===== config.mk =====
export PLATFORM = sky130hd
export DESIGN_NAME = gpcq_ram
export DESIGN_NICKNAME = d
export VERILOG_FILES = /design/src/hdl/gpcq_ram.sv
export SDC_FILE = /design/constraint.sdc
export NUM_CORES = 1
export LEC_CHECK = 0
export ABC_AREA = 1
export ABC_CLOCK_PERIOD_IN_PS = 1450
export BUFFER_PORTS_ARGS = -buffer_cell sky130_fd_sc_hd__buf_2
export CAP_MARGIN = 20
export CORE_MARGIN = 1
export CORE_UTILIZATION = 59
export CTS_CLUSTER_DIAMETER = 50
export DETAILED_ROUTE_END_ITERATION = 8
export PLACE_DENSITY = 0.73
export RECOVER_POWER = 50
export SETUP_SLACK_MARGIN = 0.02
export SYNTH_ARGS = -nofsm -noshare
export SYNTH_HDL_FRONTEND = slang
export SYNTH_SLANG_ARGS = --single-unit

===== constraint.sdc =====
create_clock -name i_clk -period 1.45 [get_ports i_clk]
set_input_delay 0.145 -clock i_clk [delete_from_list [all_inputs] [get_ports i_clk]]
set_output_delay 0.145 -clock i_clk [all_outputs]
set_load 0.1 [all_outputs]

===== src/hdl/gpcq_ram.sv =====
module gpcq_ram #(
    parameter int WIDTH = 8,
    parameter int DEPTH = 16
) (
    input  logic                     i_clk,
    input  logic                     i_we,
    input  logic [$clog2(DEPTH)-1:0] i_waddr,
    input  logic [WIDTH-1:0]         i_wdata,
    input  logic [$clog2(DEPTH)-1:0] i_raddr,
    output logic [WIDTH-1:0]         o_rdata
);

    logic [WIDTH-1:0] r_mem [DEPTH];
    logic [WIDTH-1:0] r_rdata;

    always_ff @(posedge i_clk) begin
        if (i_we) begin
            r_mem[i_waddr] <= i_wdata;
        end
        r_rdata <= r_mem[i_raddr];
    end

    assign o_rdata = r_rdata;

endmodule


Word-level counts from Yosys, hierarchy flattened. Memory sizes are Yosys's and may differ from the RTL's. A register that Yosys moved wholly into a read port is not among the register bits. Index checks and enable logic that the tools add are counted.

Multiplexer cells: 2.

Operators with widths (count): two-way mux 1 bit (2).

Flip-flop bits (word level): 0. Memories: 1. Memory bits (writable): 128. Bits of input ports: 18.

Memories: r_mem (depth 16, width 8, read ports 1, clocked after Yosys merged registers in 1, write ports 1, line 13) `logic [WIDTH-1:0] r_mem [DEPTH];`.

Longest topological paths before layout.
Word-level depth: 2. Depth in mapped cells: 8.

Worst setup path after synthesis. Ideal clock, no wire load.

Kind: input-to-reg. From: input port i_waddr[2]. To: memory r_mem[10][0] (enable). Data arrival time: 726 ps. Setup slack: 354 ps. Required time: 1080 ps. Setup time: 370 ps. Stages on the path: 2. Buffers on the path: 0. Cells stage by stage: nand3b_1 nor2_1.

RTL lines: start, declared (line 7) `input logic [$clog2(DEPTH)-1:0] i_waddr,`; end, declared (line 13).

No word-level cell before the write port.

Worst setup path in the final report.
From: register r_rdata[1], in the netlist o_rdata[1] (read register of r_mem). To: output port o_rdata[1].

RTL lines: start, declared (line 14) `logic [WIDTH-1:0] r_rdata;`; end, declared (line 10) `output logic [WIDTH-1:0] o_rdata`.

No word-level cell between the ends.

==> flow_metrics.env <==
export IMPL_yosys_warnings=0
export IMPL_place_congestion=0.8660
export IMPL_cp_end_kind="output pin"
export IMPL_finalNetCount=619
export IMPL_synth_simple_area_share=0.2105
export IMPL_dieHeight_um=100.9
export IMPL_fin_skew_ns=0.01027
export IMPL_yosysMostFrequentCell="nand2_1"
export IMPL_yosysSeqAreaShare=0.6943
export IMPL_p_leak_nw=2.943
export IMPL_core_area_um2=9371
export IMPL_slew_limit_headroom=0.3913
export IMPL_top_layer="met4"
export IMPL_die_x_um=100.9
export IMPL_path_cells="buf_2"
export IMPL_grt_pass1_vias=3857
export IMPL_synth_compound_area_frac=0
export IMPL_wirelength_mm=12.59
export IMPL_cts_tree="done"
export IMPL_cts_max_level=4
export IMPL_cts_root_buf="clkbuf_8"
export IMPL_cts_sinks=136
export IMPL_rsz0062_at_grt="false"
export IMPL_cts_setup_buffers=0
export IMPL_wire_per_inst_um=16.95
export IMPL_seqPwrFrac=0.465
export IMPL_synth_top_area_share=0.6665
export IMPL_grtUsageTotal=0.2760
export IMPL_hold_path_end="o_rdata[2]$_DFF_P_"
export IMPL_antenna_left=0
export IMPL_tightest_slew_ns=0.9130
export IMPL_switching_share=0.2260
export IMPL_ys_flop_type="edfxtp_1"
export IMPL_mappedNetlistArea_um2=5767
export IMPL_dp_cells=710
export IMPL_clock_fmax_mhz=724.1
export IMPL_placementRows=35
export IMPL_insertion_delay_ns=0.53
export IMPL_cts_buffers=17
export IMPL_p_comb_frac=0.077
export IMPL_grt_max_degree=33
export IMPL_vias=3970
export IMPL_crit_path_max_incr_delay_ns=0.41
export IMPL_worst_setup_path_start_kind="flip-flop"
export IMPL_r2r_end="o_rdata[4]$_DFF_P_"
export IMPL_detailedPlace_worstSlack_ns=0.1992
export IMPL_setup_viol=0
export IMPL_area_delta_synth_final_pct=16.86
export IMPL_fin_crit_sh=0.9524
export IMPL_finalHoldViolCount=0
export IMPL_slew_violations=0
export IMPL_dr_first_iter_drc_count=273
export IMPL_synth_fp_nets=569
export IMPL_hpwl_mm=7.692
export IMPL_wl_met3_um=844
export IMPL_powerDensity_nw_per_um2=1413
export IMPL_reg2reg_from="r_mem[1][4]$_DFFE_PP_"
export IMPL_synth_cell_type_count=12
export IMPL_synthArstFlopShare=0
export IMPL_worstSetupPathType="reg -> out"
export IMPL_yosys_mux_area_fraction=0
export IMPL_dr_wl_met2_mm=6.176
export IMPL_syn_area_per_cell_um2=10.47
export IMPL_internal_power_mw=7.369
export IMPL_hp_class="in -> reg"
export IMPL_synth_cells=551
export IMPL_clk_pin_slew_ns=0.06
export IMPL_n_fill_cell=667
export IMPL_hold_depth=5
export IMPL_critPathMaxFanout=1
export IMPL_diodes=0
export IMPL_rrSetupSlack_ns=0.45
export IMPL_stdcell_count=743
export IMPL_first_pass_iters=5
export IMPL_synth_top_cell_by_area="edfxtp_1"
export IMPL_cpMaxStageDelayCell="buf_2"
export IMPL_die_area_um2=10170
export IMPL_maxCapViolations=0
export IMPL_grt_overflow=0
export IMPL_fin_ws_ns=0.06901
export IMPL_setup_tns_final_ns=0
export IMPL_remaining_drc_errors=0
export IMPL_synth_seq_cells=136
export IMPL_io_pins=26
export IMPL_synth_area_leaders="edfxtp_1 (67%), nand2_1 (11%), nand3_1 (8.4%)"
export IMPL_io_buffers=25
export IMPL_met1_length_mm=5.241
export IMPL_synth_xor_area_share=0
export IMPL_r2r_cells=6
export IMPL_netSwitchingPower_mw=2.152
export IMPL_drive_gt1_frac=0.1205
export IMPL_cp_top_family="buffers and inverters"
export IMPL_vias_per_cell=5.343
export IMPL_clk_path_buf_depth=2
export IMPL_post_route_min_period_ns=1.381
export IMPL_crit_arrival_ns=1.24
export IMPL_path_buf_inv=1
export IMPL_synth_edf_count=128
export IMPL_synth_top_family_by_area="simple AND/OR/NAND/NOR gates"
export IMPL_min_from="i_raddr[2]"
export IMPL_grt_pass1_wl_mm=19.82
export IMPL_synth_common_cells="nand2_1 (173), edfxtp_1 (128), inv_1 (100)"
export IMPL_fin_util=0.7191
export IMPL_finalPower_mw=9.521
export IMPL_clkPwrFrac=0.459
export IMPL_antenna_found_initial=0
export IMPL_initial_core_util=0.6154
export IMPL_status="completed"
export IMPL_vdd_drop_max_uv=842.1
export IMPL_required_ns=1.31
export IMPL_synthAdderAreaFrac=0
power groups by stage:
| stage | Combinational, mW | Sequential, mW | Clock [mW] |
|---|---|---|---|
| 5_1_grt | 0.794 | 4.43 | 4.54 |
| 3_5_place_dp | 0.716 | 4.50 | 0 |
| 2_1_floorplan | 0.310 | 4.68 | 0 |
| 3_3_place_gp | 0.703 | 4.50 | 0 |
| 4_1_cts | 0.735 | 4.42 | 4.39 |
| 6_report | 0.730 | 4.42 | 4.37 |
how the worst max path moves through the flow:
| stage | depth (start not counted) | start | slack [ns] | endpoint |
|---|---|---|---|---|
| after floorplan | 2 | i_waddr[2] | 0.35 | r_mem[10][0]$_DFFE_PP_ |
| after global placement | 7 | i_raddr[1] | 0.18 | o_rdata[3]$_DFF_P_ |
| after detailed placement | 7 | i_raddr[0] | 0.20 | o_rdata[7]$_DFF_P_ |
| after CTS | 1 | o_rdata[4]$_DFF_P_ | 0.03 | o_rdata[4] |
| after global routing | 1 | o_rdata[1]$_DFF_P_ | 0.02 | o_rdata[1] |
| final | 1 | o_rdata[1]$_DFF_P_ | 0.07 | o_rdata[1] |
cell usage in the layout (no fill, tap or decap), types with 3 or more instances in the layout:
| cell type | instances |
|---|---|
| clkbuf_4 | 3 |
| nand3_1 | 97 |
| buf_2 | 10 |
| nor2_1 | 17 |
| bufinv_16 | 4 |
| edfxtp_1 | 128 |
| nand2_1 | 173 |
| clkinv_2 | 3 |
| clkbuf_1 | 14 |
| clkinv_4 | 3 |
| inv_1 | 100 |
| clkbuf_16 | 16 |
| buf_4 | 28 |
| dfxtp_1 | 8 |
area by class of cell:
class                   instances  area, um^2  area share
inverters                     102       382.9     0.05681
clock buffers                  20       425.4     0.06313
multi-input cells             289        1214      0.1801
well taps                     129       161.4     0.02395
clock inverters                12       177.7     0.02636
flip-flops and latches        136        4004      0.5941
repair buffers                 55       374.1     0.05551
metrics by stage:
| stage | hold WS [ns] | cell area, um^2 |
|---|---|---|
| 2_1_floorplan | 0.2439 | 5767 |
| 3_3_place_gp | 0.5142 | 6130 |
| 3_5_place_dp | 0.5161 | 6130 |
| 4_1_cts | 0.01027 | 6750 |
| 5_1_grt | 0.1977 | 6739 |
| 6_report | 0.1711 | 6739 |
registers in the layout (all words and copies together), names as in the netlist:
| register | cells |
|---|---|
| r_mem | 128 |
| o_rdata | 8 |
layer usage:
| layer | track usage | up-vias |
|---|---|---|
| li1 | - | 1874 |
| met1 | 0.3633 | 1889 |
| met2 | 0.4436 | 169 |
| met3 | 0.05825 | 38 |
| met4 | 0.1293 | 0 |
| met5 | 0 | - |
repair_timing:
| action | 4_1_cts | 5_1_grt |
|---|---|---|
| endpoints found under the setup margin | 3 | 3 |
| hold endpoints to repair | 6 | 0 |
| resized for setup | 3 | 3 |
| hold buffers | 1 | 0 |
kinds of logic after synthesis:
logic type / after synthesis
buffers and inverters: 126
flip-flops: 136
AND/OR/NAND/NOR: 289
(Power assumes the default switching activity.)
